File: config.mk
export PLATFORM = sky130hd
export DESIGN_NAME = rx_ring_record_deframer_top
export DESIGN_NICKNAME = d
export VERILOG_FILES = /design/src/rtl/rrd_pkg.sv /design/src/rtl/rrd_regs.sv /design/src/rtl/rrd_parse.sv /design/src/rtl/rx_ring_record_deframer_top.sv
export SDC_FILE = /design/constraint.sdc
export NUM_CORES = 1
export LEC_CHECK = 0
export ABC_AREA = 1
export BUFFER_PORTS_ARGS = -buffer_cell sky130_fd_sc_hd__buf_2
export CAP_MARGIN = 10
export CORE_MARGIN = 2
export CORE_UTILIZATION = 30
export CTS_CLUSTER_DIAMETER = 100
export CTS_CLUSTER_SIZE = 14
export DETAILED_ROUTE_END_ITERATION = 16
export GPL_ROUTABILITY_DRIVEN = 1
export PLACE_DENSITY = 0.59
export SLEW_MARGIN = 20
export SYNTH_ARGS = -nofsm -noshare
export SYNTH_HDL_FRONTEND = slang
export SYNTH_HIERARCHICAL = 1
export SYNTH_SLANG_ARGS = --single-unit
File: constraint.sdc
create_clock -name clk -period 10.1 [get_ports clk]
set_input_delay 1.515 -clock clk [delete_from_list [all_inputs] [get_ports clk]]
set_output_delay 1.515 -clock clk [all_outputs]
set_load 0.03 [all_outputs]
File: src/rtl/rrd_pkg.sv
package rrd_pkg;

  // Fixed field widths of the request and result items.
  localparam int BYTE_W   = 8;
  localparam int LEN_W    = 13;
  localparam int KIND_W   = 2;
  localparam int COUNT_W  = 14;
  localparam int RECLEN_W = 16;

  // Largest record span, (max_frame + 4 + 7) & ~3, with a 13-bit maximum.
  localparam int MAX_SPAN = ((2 ** LEN_W) - 1 + 11) & ~3;

  // Configuration port.
  localparam int CFG_ADDR_W = 3;
  localparam int CFG_DATA_W = 32;
  localparam logic [CFG_ADDR_W-3:0] REG_MAX_FRAME = 1'b0;
  localparam logic [LEN_W-1:0] MAX_FRAME_RESET = 13'd1514;

  // Header checks.
  localparam logic [BYTE_W-1:0] STATUS_LOW_OK = 8'h01;
  localparam logic [RECLEN_W-1:0] CRC_BYTES = 16'd4;

  typedef enum logic [KIND_W-1:0] {
    KIND_PAYLOAD = 2'd0,
    KIND_DONE    = 2'd1,
    KIND_ERROR   = 2'd2
  } kind_t;

  typedef enum logic [2:0] {
    PH_HDR0    = 3'd0,
    PH_HDR1    = 3'd1,
    PH_LEN0    = 3'd2,
    PH_LEN1    = 3'd3,
    PH_BODY    = 3'd4,
    PH_DISCARD = 3'd5
  } phase_t;

  typedef struct packed {
    logic [BYTE_W-1:0] ring_byte;
    logic              restart;
  } in_req_t;

  typedef struct packed {
    logic [KIND_W-1:0] kind;
    logic [BYTE_W-1:0] payload_byte;
    logic              last_byte;
    logic [LEN_W-1:0]  payload_length;
    logic [LEN_W-1:0]  next_offset;
    logic [LEN_W-1:0]  read_pointer;
  } out_res_t;

endpackage

File: src/rtl/rrd_regs.sv
module rrd_regs (
  input  logic                             clk,
  input  logic                             rst_n,
  input  logic                             psel,
  input  logic                             penable,
  input  logic                             pwrite,
  input  logic [rrd_pkg::CFG_ADDR_W-1:0]   paddr,
  input  logic [rrd_pkg::CFG_DATA_W-1:0]   pwdata,
  output logic [rrd_pkg::CFG_DATA_W-1:0]   prdata,
  output logic                             pready,
  output logic [rrd_pkg::LEN_W-1:0]        max_frame_bytes
);

  logic [rrd_pkg::LEN_W-1:0]        max_frame_r;
  logic [rrd_pkg::LEN_W-1:0]        max_frame_nxt;
  logic [rrd_pkg::CFG_ADDR_W-3:0]   reg_idx;
  logic                             wr_en;

  assign reg_idx = paddr[rrd_pkg::CFG_ADDR_W-1:2];
  assign pready  = 1'b1;
  assign wr_en   = psel && penable && pwrite && pready;

  always_comb begin
    max_frame_nxt = max_frame_r;
    if (wr_en && (reg_idx == rrd_pkg::REG_MAX_FRAME)) begin
      max_frame_nxt = pwdata[rrd_pkg::LEN_W-1:0];
    end
  end

  always_ff @(posedge clk) begin
    if (!rst_n) begin
      max_frame_r <= rrd_pkg::MAX_FRAME_RESET;
    end else begin
      max_frame_r <= max_frame_nxt;
    end
  end

  always_comb begin
    prdata = '0;
    if (reg_idx == rrd_pkg::REG_MAX_FRAME) begin
      prdata = rrd_pkg::CFG_DATA_W'(max_frame_r);
    end
  end

  assign max_frame_bytes = max_frame_r;

endmodule

File: src/rtl/rrd_parse.sv
module rrd_parse #(
  parameter int RING_BYTES     = 8192,
  parameter int POINTER_OFFSET = 16
) (
  input  logic                       clk,
  input  logic                       rst_n,
  input  logic                       item_valid,
  input  logic                       step,
  input  rrd_pkg::in_req_t           item,
  input  logic [rrd_pkg::LEN_W-1:0]  max_frame_bytes,
  output logic                       res_valid,
  output rrd_pkg::out_res_t          res
);

  localparam int RW     = $clog2(RING_BYTES);
  localparam int SW     = ((RW > rrd_pkg::COUNT_W) ? RW : rrd_pkg::COUNT_W) + 1;
  localparam int NSUB   = (rrd_pkg::MAX_SPAN + RING_BYTES - 1) / RING_BYTES;
  localparam int BACK   = POINTER_OFFSET % RING_BYTES;
  localparam logic [SW-1:0] RING = SW'(RING_BYTES);
  localparam logic [SW-1:0] RING_BACK = SW'(RING_BYTES - BACK);
  localparam logic [RW-1:0] ALIGN = {{(RW-2){1'b1}}, 2'b00};

  rrd_pkg::phase_t                 phase_r, phase_nxt;
  logic [rrd_pkg::COUNT_W-1:0]     cnt_r, cnt_nxt;
  logic [rrd_pkg::BYTE_W-1:0]      stat_lo_r, stat_lo_nxt;
  logic [rrd_pkg::BYTE_W-1:0]      stat_hi_r, stat_hi_nxt;
  logic [rrd_pkg::BYTE_W-1:0]      len_lo_r, len_lo_nxt;
  logic [rrd_pkg::COUNT_W-1:0]     plen_r, plen_nxt;
  logic [rrd_pkg::COUNT_W-1:0]     span_r, span_nxt;
  logic [RW-1:0]                   nxt_off_r, nxt_off_nxt;
  logic [RW-1:0]                   start_r, start_nxt;

  logic [rrd_pkg::RECLEN_W-1:0]    rec_len;
  logic [rrd_pkg::RECLEN_W:0]      len_limit;
  logic                            hdr_bad;
  logic [rrd_pkg::COUNT_W-1:0]     len14;
  logic [rrd_pkg::COUNT_W-1:0]     span4;
  logic [rrd_pkg::COUNT_W-1:0]     span8;
  logic [SW-1:0]                   wrap_sum;
  logic [RW-1:0]                   nxt_calc;
  logic [rrd_pkg::COUNT_W-1:0]     cnt_inc;
  logic                            in_payload;
  logic                            body_done;
  logic [SW-1:0]                   rp_sum;
  logic [RW-1:0]                   rp_calc;

  // Header decode, valid when the fourth header byte is present.
  assign rec_len   = {item.ring_byte, len_lo_r};
  assign len_limit = (rrd_pkg::RECLEN_W + 1)'(max_frame_bytes) + 17'd4;
  assign hdr_bad   = (stat_lo_r != rrd_pkg::STATUS_LOW_OK) || (stat_hi_r == '0) ||
                     ((rrd_pkg::RECLEN_W + 1)'(rec_len) > len_limit) ||
                     (rec_len < rrd_pkg::CRC_BYTES);
  assign len14     = rec_len[rrd_pkg::COUNT_W-1:0];
  assign span4     = (len14 + 14'd3) & ~14'd3;
  assign span8     = (len14 + 14'd7) & ~14'd3;

  // Wrap of the next header offset; the span can cover several ring lengths.
  always_comb begin
    wrap_sum = SW'(start_r) + SW'(span8);
    for (int k = 0; k < NSUB; k++) begin
      if (wrap_sum >= RING) begin
        wrap_sum = wrap_sum - RING;
      end
    end
    nxt_calc = wrap_sum[RW-1:0] & ALIGN;
  end

  // Body progress and the read pointer for the record-done result.
  assign cnt_inc    = cnt_r + 14'd1;
  assign in_payload = (cnt_r < plen_r);
  assign body_done  = !in_payload && (cnt_inc >= span_r);
  assign rp_sum     = SW'(nxt_off_r) + RING_BACK;
  assign rp_calc    = ((rp_sum >= RING) ? RW'(rp_sum - RING) : RW'(rp_sum)) & ALIGN;

  // Next phase.
  always_comb begin
    phase_nxt = phase_r;
    if (item.restart) begin
      phase_nxt = rrd_pkg::PH_HDR0;
    end else begin
      unique case (phase_r)
        rrd_pkg::PH_HDR0:    phase_nxt = rrd_pkg::PH_HDR1;
        rrd_pkg::PH_HDR1:    phase_nxt = rrd_pkg::PH_LEN0;
        rrd_pkg::PH_LEN0:    phase_nxt = rrd_pkg::PH_LEN1;
        rrd_pkg::PH_LEN1:    phase_nxt = hdr_bad ? rrd_pkg::PH_DISCARD : rrd_pkg::PH_BODY;
        rrd_pkg::PH_BODY:    phase_nxt = body_done ? rrd_pkg::PH_HDR0 : rrd_pkg::PH_BODY;
        rrd_pkg::PH_DISCARD: phase_nxt = rrd_pkg::PH_DISCARD;
        default:             phase_nxt = rrd_pkg::PH_HDR0;
      endcase
    end
  end

  // Datapath state.
  always_comb begin
    cnt_nxt     = cnt_r;
    stat_lo_nxt = stat_lo_r;
    stat_hi_nxt = stat_hi_r;
    len_lo_nxt  = len_lo_r;
    plen_nxt    = plen_r;
    span_nxt    = span_r;
    nxt_off_nxt = nxt_off_r;
    start_nxt   = start_r;
    if (item.restart) begin
      cnt_nxt   = '0;
      start_nxt = '0;
    end else begin
      unique case (phase_r)
        rrd_pkg::PH_HDR0: stat_lo_nxt = item.ring_byte;
        rrd_pkg::PH_HDR1: stat_hi_nxt = item.ring_byte;
        rrd_pkg::PH_LEN0: len_lo_nxt  = item.ring_byte;
        rrd_pkg::PH_LEN1: begin
          cnt_nxt     = '0;
          plen_nxt    = len14 - 14'd4;
          span_nxt    = span4;
          nxt_off_nxt = nxt_calc;
        end
        rrd_pkg::PH_BODY: begin
          cnt_nxt = cnt_inc;
          if (body_done) begin
            cnt_nxt   = '0;
            start_nxt = nxt_off_r;
          end
        end
        default: ;
      endcase
    end
  end

  // Result for the present item.
  always_comb begin
    res_valid = 1'b0;
    res       = '0;
    if (item_valid && !item.restart) begin
      unique case (phase_r)
        rrd_pkg::PH_LEN1: begin
          if (hdr_bad) begin
            res_valid = 1'b1;
            res.kind  = rrd_pkg::KIND_ERROR;
          end
        end
        rrd_pkg::PH_BODY: begin
          if (in_payload) begin
            res_valid        = 1'b1;
            res.kind         = rrd_pkg::KIND_PAYLOAD;
            res.payload_byte = item.ring_byte;
            res.last_byte    = (cnt_inc == plen_r);
          end else if (body_done) begin
            res_valid          = 1'b1;
            res.kind           = rrd_pkg::KIND_DONE;
            res.payload_length = rrd_pkg::LEN_W'(plen_r);
            res.next_offset    = rrd_pkg::LEN_W'(nxt_off_r);
            res.read_pointer   = rrd_pkg::LEN_W'(rp_calc);
          end
        end
        default: ;
      endcase
    end
  end

  always_ff @(posedge clk) begin
    if (!rst_n) begin
      phase_r   <= rrd_pkg::PH_HDR0;
      cnt_r     <= '0;
      stat_lo_r <= '0;
      stat_hi_r <= '0;
      len_lo_r  <= '0;
      plen_r    <= '0;
      span_r    <= '0;
      nxt_off_r <= '0;
      start_r   <= '0;
    end else if (step) begin
      phase_r   <= phase_nxt;
      cnt_r     <= cnt_nxt;
      stat_lo_r <= stat_lo_nxt;
      stat_hi_r <= stat_hi_nxt;
      len_lo_r  <= len_lo_nxt;
      plen_r    <= plen_nxt;
      span_r    <= span_nxt;
      nxt_off_r <= nxt_off_nxt;
      start_r   <= start_nxt;
    end
  end

endmodule

File: src/rtl/rx_ring_record_deframer_top.sv
// Receive ring record deframer.
// The input channel (in_valid, in_stall, in_data) carries one ring byte per
// request, in ring order, or a restart request that returns the ring offset to
// zero and waits for a new record header. The result channel (out_valid,
// out_stall, out_data) carries payload bytes with the CRC removed and the last
// byte marked, a record-done request with the payload length, the next header
// offset and the device read pointer value, or a record-error request.
// After an error every byte is dropped until a restart request arrives.
// A request accepted into the input register has its result, if any, registered
// in the result register, which drives out_data, when the parser steps on it.
// Throughput is one request per cycle unless the receiver stalls, set by the single
// input register and the single result register around the parsing logic.
// When the receiver stalls, the held result stays on out_data, the next
// request already accepted waits in the input register, and in_stall rises
// only once that waiting request also needs the result register.
// The APB port (psel ... pready) holds max_frame_bytes at byte address 0.
// Synchronous reset clears both channels, restores max_frame_bytes to 1514
// and returns the parser to the first header byte at ring offset zero.
module rx_ring_record_deframer_top #(
  parameter int RING_BYTES     = 8192,
  parameter int POINTER_OFFSET = 16
) (
  input  logic                             clk,
  input  logic                             rst_n,
  input  logic                             in_valid,
  output logic                             in_stall,
  input  rrd_pkg::in_req_t                 in_data,
  output logic                             out_valid,
  input  logic                             out_stall,
  output rrd_pkg::out_res_t                out_data,
  input  logic                             psel,
  input  logic                             penable,
  input  logic                             pwrite,
  input  logic [rrd_pkg::CFG_ADDR_W-1:0]   paddr,
  input  logic [rrd_pkg::CFG_DATA_W-1:0]   pwdata,
  output logic [rrd_pkg::CFG_DATA_W-1:0]   prdata,
  output logic                             pready
);

  logic [rrd_pkg::LEN_W-1:0] max_frame_bytes;

  // Input register: holds one accepted request until the parser takes it.
  logic              item_v_r, item_v_nxt;
  rrd_pkg::in_req_t  item_r, item_nxt;

  // Result register toward the receiver.
  logic              res_v_r, res_v_nxt;
  rrd_pkg::out_res_t res_r, res_nxt;

  logic              res_valid;
  rrd_pkg::out_res_t res;
  logic              slot_free;
  logic              step;

  rrd_regs u_regs (
    .clk             (clk),
    .rst_n           (rst_n),
    .psel            (psel),
    .penable         (penable),
    .pwrite          (pwrite),
    .paddr           (paddr),
    .pwdata          (pwdata),
    .prdata          (prdata),
    .pready          (pready),
    .max_frame_bytes (max_frame_bytes)
  );

  rrd_parse #(
    .RING_BYTES     (RING_BYTES),
    .POINTER_OFFSET (POINTER_OFFSET)
  ) u_parse (
    .clk             (clk),
    .rst_n           (rst_n),
    .item_valid      (item_v_r),
    .step            (step),
    .item            (item_r),
    .max_frame_bytes (max_frame_bytes),
    .res_valid       (res_valid),
    .res             (res)
  );

  // The result register can take a new result when it is empty or drains now.
  // A request that makes no result moves on even while the receiver stalls.
  assign slot_free = !res_v_r || !out_stall;
  assign step      = item_v_r && (!res_valid || slot_free);
  assign in_stall  = item_v_r && !step;

  always_comb begin
    item_v_nxt = item_v_r;
    item_nxt   = item_r;
    if (!in_stall) begin
      item_v_nxt = in_valid;
      item_nxt   = in_data;
    end
  end

  always_comb begin
    res_v_nxt = res_v_r;
    res_nxt   = res_r;
    if (slot_free) begin
      res_v_nxt = step && res_valid;
      res_nxt   = res;
    end
  end

  always_ff @(posedge clk) begin
    if (!rst_n) begin
      item_v_r <= 1'b0;
      res_v_r  <= 1'b0;
    end else begin
      item_v_r <= item_v_nxt;
      res_v_r  <= res_v_nxt;
    end
  end

  // Payload registers carry no reset.
  always_ff @(posedge clk) begin
    item_r <= item_nxt;
    res_r  <= res_nxt;
  end

  assign out_valid = res_v_r;
  assign out_data  = res_r;

endmodule

### After elaboration in Yosys (flattened, before gate mapping)

Index checks and enable logic that the tools add are counted.

* ROM bits: 0
* input bits: 51
* bits in registers: 163
* bits in latches: 0
* bits in writable memories: 0
* memories kept: 0
* output and inout bits: 85
* logic and storage cells: 106

* order comparisons: 7
* multiplexer cells: 23
* eq/ne operators: 7
* shift-type cells: 0
* divide/modulo/power cells: 0
* $add $sub $neg: 10
* reductions and logical operators: 33
* bitwise logic cells: 5
* multiply operators: 0

Operators with widths (number)
* 13-bit two-way mux: 6
* 15-bit by 14-bit greater-or-equal comparator with 1-bit output, second input constant: 2
* 14-bit two-way mux: 2
* 14-bit case mux with 2 select lines: 1
* 13-bit by 1-bit subtractor with 13-bit output, second input constant: 2
* 3-bit case mux with 6 select lines: 1
* 3-bit AND reduction: 6
* 16-bit by 17-bit > comparator with 1-bit output: 1
* 16-bit by 3-bit < comparator with 1-bit output, second input constant: 1
* 13-bit by 14-bit adder with 15-bit output: 1
* 15-bit two-way mux: 1
* 15-bit by 14-bit subtractor with 15-bit output, second input constant: 1
* 13-bit by 13-bit adder with 14-bit output, second input constant: 1
* 13-bit by 3-bit adder with 14-bit output, second input constant: 1
* 14-bit by 1-bit adder with 14-bit output, second input constant: 1
* 14-bit by 2-bit adder with 14-bit output, second input constant: 1
* 14-bit by 3-bit adder with 14-bit output, second input constant: 1
* 14-bit == test: 1
* 14-bit greater-or-equal comparator: 1
* 14-bit greater-or-equal comparator, second input constant: 1
* 14-bit < comparator: 1
* 14-bit by 3-bit subtractor with 14-bit output, second input constant: 1
* 1-bit logical AND: 8
* 8-bit zero test: 1
* 18 further kinds: 41

### Logic depth before layout (Yosys ltp)

* depth after elaboration: 12
* mapped depth: 29
* depth with buffers taken out: 28

### Cells and area by module

The synthesis kept the hierarchy.

By module, submodules not included
* rrd_parse: cells each 950, times used 1, sequential area each 1781.7 sq um, area an instance 6600.1 sq um
* rx_ring_record_deframer_top: cells each 72, times used 1, sequential area each 1811.7 sq um, area an instance 1865.5 sq um
* rrd_regs: cells each 123, times used 1, sequential area each 260.2 sq um, area an instance 783.3 sq um

### Least setup slack after synthesis

Ideal clock, no wire load.

* kind: register to output
* start point: register u_regs.max_frame_r, in the netlist u_regs/max_frame_bytes[2]
* end point: output in_stall
* buffers on the path: 0
* path slack: 5850 ps
* data arrival time: 2735 ps
* cell stages (with the launch flop): 18
* data required time: 8585 ps
* cell sequence: dfxtp_1 ha_1 nand3_1 nand3b_1 nor3b_1 nand2_1 xor2_1 ha_1 nand3_1 nor2_1 nand3_1 nand3_1 nand2_1 nand2_1 nand2_1 o22ai_1 nand2_1 nor2_2

* longest elaborated chain between the ends: 12

RTL lines
* start: declaration: RTL line rrd_regs.sv:14 `logic [rrd_pkg::LEN_W-1:0] max_frame_r;`
* start signal: assignment: RTL line rrd_regs.sv:32 `max_frame_r <= rrd_pkg::MAX_FRAME_RESET;`
* start signal: assignment: RTL line rrd_regs.sv:34 `max_frame_r <= max_frame_nxt;`
* 13-bit by 3-bit adder with 14-bit output: RTL line rrd_parse.sv:49 `assign len_limit = (rrd_pkg::RECLEN_W + 1)'(max_frame_bytes) + 17'd4;`
* 16-bit by 17-bit > comparator with 1-bit output: RTL line rrd_parse.sv:51 `((rrd_pkg::RECLEN_W + 1)'(rec_len) > len_limit) ||`
* 1-bit logical OR: RTL line rrd_parse.sv:50 `assign hdr_bad = (stat_lo_r != rrd_pkg::STATUS_LOW_OK) || (stat_hi_r == '0) ||`
* 1-bit logical OR: RTL line rrd_parse.sv:51
* 1-bit two-way mux: RTL line rrd_parse.sv:136 `if (hdr_bad) begin`
* 1-bit case mux with 2 select lines: RTL line rrd_parse.sv:134 `unique case (phase_r)`
* 1-bit two-way mux: RTL line rrd_parse.sv:133 `if (item_valid && !item.restart) begin`
* net res_valid: RTL line rx_ring_record_deframer_top.sv:50 `logic res_valid;`
* 1-bit zero test: RTL line rx_ring_record_deframer_top.sv:85 `assign step = item_v_r && (!res_valid || slot_free);`
* 1-bit logical OR: RTL line rx_ring_record_deframer_top.sv:85
* 1-bit logical AND: RTL line rx_ring_record_deframer_top.sv:85
* 1-bit zero test: RTL line rx_ring_record_deframer_top.sv:86 `assign in_stall = item_v_r && !step;`
* 1-bit logical AND: RTL line rx_ring_record_deframer_top.sv:86
* end: declaration: RTL line rx_ring_record_deframer_top.sv:26 `output logic in_stall,`

The timed path passes the listed nets, and every way through them passes these cells.

### Worst setup path in the final report

* start point: register u_parse/cnt_r[0] (netlist bit)
* end point: register u_parse/plen_r[12] (netlist bit)

* longest elaborated chain between the ends: 11
* elaborated cells between the ends (all ways): 13
* those cells by class: add/sub (1); order compare (2); mux (4); reduce/logical (6)

RTL lines
* start: declaration: RTL line rrd_parse.sv:24 `logic [rrd_pkg::COUNT_W-1:0] cnt_r, cnt_nxt;`
* start signal: assignment: RTL line rrd_parse.sv:173 `cnt_r <= cnt_nxt;`
* 14-bit by 1-bit adder with 14-bit output or 14-bit < comparator (tied branches): RTL line rrd_parse.sv:69, rrd_parse.sv:70
* 14-bit greater-or-equal comparator or 1-bit zero test (tied branches): RTL line rrd_parse.sv:71 `assign body_done = !in_payload && (cnt_inc >= span_r);`
* 1-bit logical AND: RTL line rrd_parse.sv:71
* 1-bit two-way mux: RTL line rrd_parse.sv:147 `end else if (body_done) begin`
* 1-bit two-way mux *: RTL line rrd_parse.sv:142 `if (in_payload) begin`
* 1-bit case mux with 2 select lines *: RTL line rrd_parse.sv:134
* 1-bit two-way mux *: RTL line rrd_parse.sv:133
* net res_valid: RTL line rx_ring_record_deframer_top.sv:50
* 1-bit zero test *: RTL line rx_ring_record_deframer_top.sv:85
* 1-bit logical OR *: RTL line rx_ring_record_deframer_top.sv:85
* 1-bit logical AND *: RTL line rx_ring_record_deframer_top.sv:85
* net step: RTL line rx_ring_record_deframer_top.sv:53 `logic step;`
* 3-bit AND reduction (no line) *
* end signal: assignment: RTL line rrd_parse.sv:177 `plen_r <= plen_nxt;`
* end: declaration: RTL line rrd_parse.sv:28 `logic [rrd_pkg::COUNT_W-1:0] plen_r, plen_nxt;`

The timed path passes the listed nets; every way through them passes the cells marked *.
A chain may end at the register's enable or synchronous reset.

==> results.toml <==
[setup_path]
cp-start-kind = "flip-flop"
cp-startpoint = "u_parse/cnt_r[0]"
path_class = "flip-flop to flip-flop"
crit_end = "u_parse/plen_r[12]"
reg2reg_to = "u_parse/plen_r[12]"
cp.required_ns = 10.38
critPathMaxFanout = 38
r2r_cells = 24
end_kind = "flip-flop"
crit_chain = "ha_1 > nand2_1 > nor2_1 > nand3_1 > xor2_1 > ha_1 > nand2_1 > nor2_1 > nor3b_2 > nand2_1 > nand4_4 > a21oi_1 > o22ai_1 > nand3_1 > nand2_1 > inv_1 > inv_1 > nor2_2 > inv_1 > nor2_2 > buf_4 > inv_2 > a31oi_1 > a221oi_1"
max_stage_delay_ns = 0.67
r2r_slack_ns = 4.81
critical-path-slowest-cell = "nor2_2"
arrival_ns = 5.57
critPathMostFrequentCell = "nand2_1"
reg2reg_from = "u_parse/cnt_r[0]"

[drt]
drc = 0
drt-initial-drc-count = 488
wl_um = 21690
wl_per_cell_um = 13.30
dr.pass1.iters = 5
vias = 7376
drtAntennaViolNets = 0
viasPerCell = 4.522

[global_route]
antenna_found_initial = 0
grt_use_total = 0.1361
grt_pass1_vias = 7160
grt_max_degree = 63
grt_first_pass_wirelength_um = 35820
gr-total-overflow = 0

[final_layout]
stdcell_area_um2 = 10470
multiInputGateArea_um2 = 4442
fillers = 3207
syn2layout_area_growth_pct = 13.18
antenna-diode-count = 0
nets = 1331
final_layout_size_suffix_gt1_frac = 0.1538
ff_latch_area_um2 = 3854

[timing]
tightest_slew_ns = 0.8797
fin_setup_tns_ns = 0
rsz0062_at_grt = "no"
period_needed_ns = 5.288
max_slew_margin = 0.4129
final_hold_viol_count = 0
min_period_over_period = 0.5236
setup_viol = 0
report.final.slew_viol_count = 0
clock_skew_ns = 0.009991
max_freq_ghz = 0.1891
setup_slack_ns = 4.812

[floorplan]
io_pins = 136
dieArea_um2 = 32250
die_w_um = 179.6
start_util = 0.3031
rows = 64
core_area_um2 = 30510
dieHeight_um = 179.6

[yosys]
ys_seq_area_frac = 0.4167
synth_warnings = 6
syn_area_um2 = 9249
synthCells = 1145
yosys.area.top_type = "dfxtp_1"
synth_cell_types = 54
synth_top_cells_by_area = "dfxtp_1, edfxtp_1, ha_1"
ys_ff_latch = 163
synth_top_area_frac = 0.2251
synth.avg_cell_area_um2 = 8.078

[placed_design]
placed_area_um2 = 9921
port-buffer-count = 94
pre_cts_ws_ns = 4.844
gp_congestion = 0.8336
dp_hpwl_um = 15960

[hold_path]
min_path_type = "flip-flop to flip-flop"
hold-path-cell-count = 2

[run_status]
run_status = "complete, no violations"

[clocking]
clock-root-buffer = "clkbuf_16"
clkSlewWorstSetupHoldPaths_ns = 0.06
h-tree-depth = 4
cts_made_buffers = 17
cts_hold_buf = 0
ctsLongestPathBuffers = 2
cts_tree = "done"
postCtsSetupRepairBufs = 0
clk_latency_ns = 0.43
cts.repair.resized = 0
cts_sinks = 163

[power]
vdd_ir_drop_max_uv = 112.7
p_per_area_nw_per_um2 = 131.6
p_leak_nw = 4.839

[run]
cap_violations = 0
worst max-delay path: cells and delay by family (launching register included):
family / cells / cell delay (ns)
and+or+nand+nor: 12 / 2.00
buffers and inverters: 5 / 1.09
AOI/OAI and AO/OA: 4 / 0.63
adders and majority gates: 2 / 0.53
DFF: 1 / 0.48
xor gates and xnor gates: 1 / 0.37
synth_stat cells (all sizes together):
cell type	count
a211oi	1
a21o	1
a21oi	108
a221oi	1
a31oi	6
a41oi	1
buf	47
clkbuf	14
clkinv	4
conb	3
dfxtp	104
edfxtp	59
fa	1
ha	57
inv	163
nand2	197
nand3	67
nand3b	3
nand4	14
nor2	125
nor3	22
nor3b	2
nor4	4
nor4b	1
o211ai	3
o21a	1
o21ai	76
o21ba	1
o21bai	3
o221ai	2
o22ai	2
xnor2	8
xnor3	1
xor2	43
logic make-up after synthesis:
| logic type | synth area share |
|---|---|
| and+or+nand+nor | 0.2183 |
| buffers and inverters | 0.1116 |
| AOI/OAI and AO/OA | 0.1222 |
| DFF | 0.4167 |
| adders and majority gates | 0.07927 |
| xor gates and xnor gates | 0.05073 |
| other | 0.001217 |
power breakdown:
| group | leakage (nW) | switching, mW | internal (mW) |
|---|---|---|---|
| Clock | 0.275 | 0.259 | 0.353 |
| Sequential | 1.55 | 0.00788 | 0.684 |
| Combinational | 3.02 | 0.0533 | 0.0200 |
| Total | 4.84 | 0.321 | 1.06 |
stage by stage:
stage	instances	util	hold slack (ns)	total power, mW
global route	1631	0.3431	0.4967	1.435
finish	1631	0.3431	0.4703	1.377
CTS	1631	0.3431	0.4706	1.399
global placement	1599	0.3252	0.4545	0.7777
detailed placement	1599	0.3252	0.4606	0.7787
floorplan	1166	-	0.4443	0.7632
registers in the layout (all words and copies together), names as in the netlist:
register                flops
u_parse/stat_lo_r           8
u_parse/phase_r             3
u_regs/max_frame_bytes     13
u_parse/start_r            11
item_r                      9
u_parse/len_lo_r            8
u_parse/cnt_r              14
out_data                   50
item_v_r                    1
u_parse/stat_hi_r           8
u_parse/span_r             12
u_parse/nxt_off_r          11
u_parse/plen_r             14
out_valid                   1
placed cells by master (no fill, tap or decap), types with 3 or more instances in the layout:
| master | Yosys | routed |
|---|---|---|
| buf_4 | 30 | 4 |
| nand2_2 | 13 | 13 |
| dfxtp_1 | 104 | 104 |
| clkinv_2 | 0 | 4 |
| o21ai_1 | 4 | 4 |
| inv_2 | 5 | 5 |
| nor2_1 | 104 | 104 |
| a21oi_2 | 11 | 11 |
| xnor2_1 | 8 | 8 |
| inv_1 | 157 | 157 |
| nand2_4 | 3 | 3 |
| o211ai_1 | 3 | 3 |
| inv_4 | 1 | 4 |
| xor2_1 | 43 | 43 |
| nand3b_1 | 3 | 3 |
| o21ai_0 | 72 | 72 |
| buf_2 | 10 | 94 |
| nand3_1 | 65 | 65 |
| a31oi_1 | 6 | 6 |
| conb_1 | 3 | 24 |
| o21bai_1 | 3 | 3 |
| nor2_2 | 18 | 18 |
| nand4_1 | 13 | 13 |
| a21oi_1 | 97 | 97 |
| edfxtp_1 | 59 | 59 |
| clkinv_1 | 4 | 4 |
| ha_1 | 57 | 57 |
| nor3_1 | 20 | 20 |
| clkbuf_16 | 0 | 18 |
| nand2_1 | 180 | 180 |
| clkbuf_1 | 14 | 5 |
final cells by class:
class | instances | area share
Timing Repair Buffer | 98 | 0.04781
Sequential cell | 163 | 0.3682
Clock buffer | 23 | 0.04482
Clock inverter | 9 | 0.007411
Inverter | 167 | 0.06012
Tap cell | 396 | 0.04733
Multi-Input combinational cell | 775 | 0.4243
layer usage:
layer,GRT usage,vias up,routed length [um]
met5,0,-,0
met4,0.04195,0,335
met3,0.02776,21,921
met2,0.2175,161,9777
met1,0.1847,3336,10650
li1,-,3858,-
how the worst min path moves through the flow:
stage | startpoint | to | slack, ns
global placement | u_parse/start_r[11] | u_parse/start_r[11] | 0.45
finish | u_parse/start_r[6] | u_parse/start_r[6] | 0.47
floorplan | u_parse/start_r[2] | u_parse/start_r[2] | 0.44
detailed placement | u_parse/start_r[2] | u_parse/start_r[2] | 0.46
CTS | u_parse/start_r[11] | u_parse/start_r[11] | 0.47
global route | u_parse/start_r[2] | u_parse/start_r[2] | 0.50
Power figures use the tool's default switching activity.
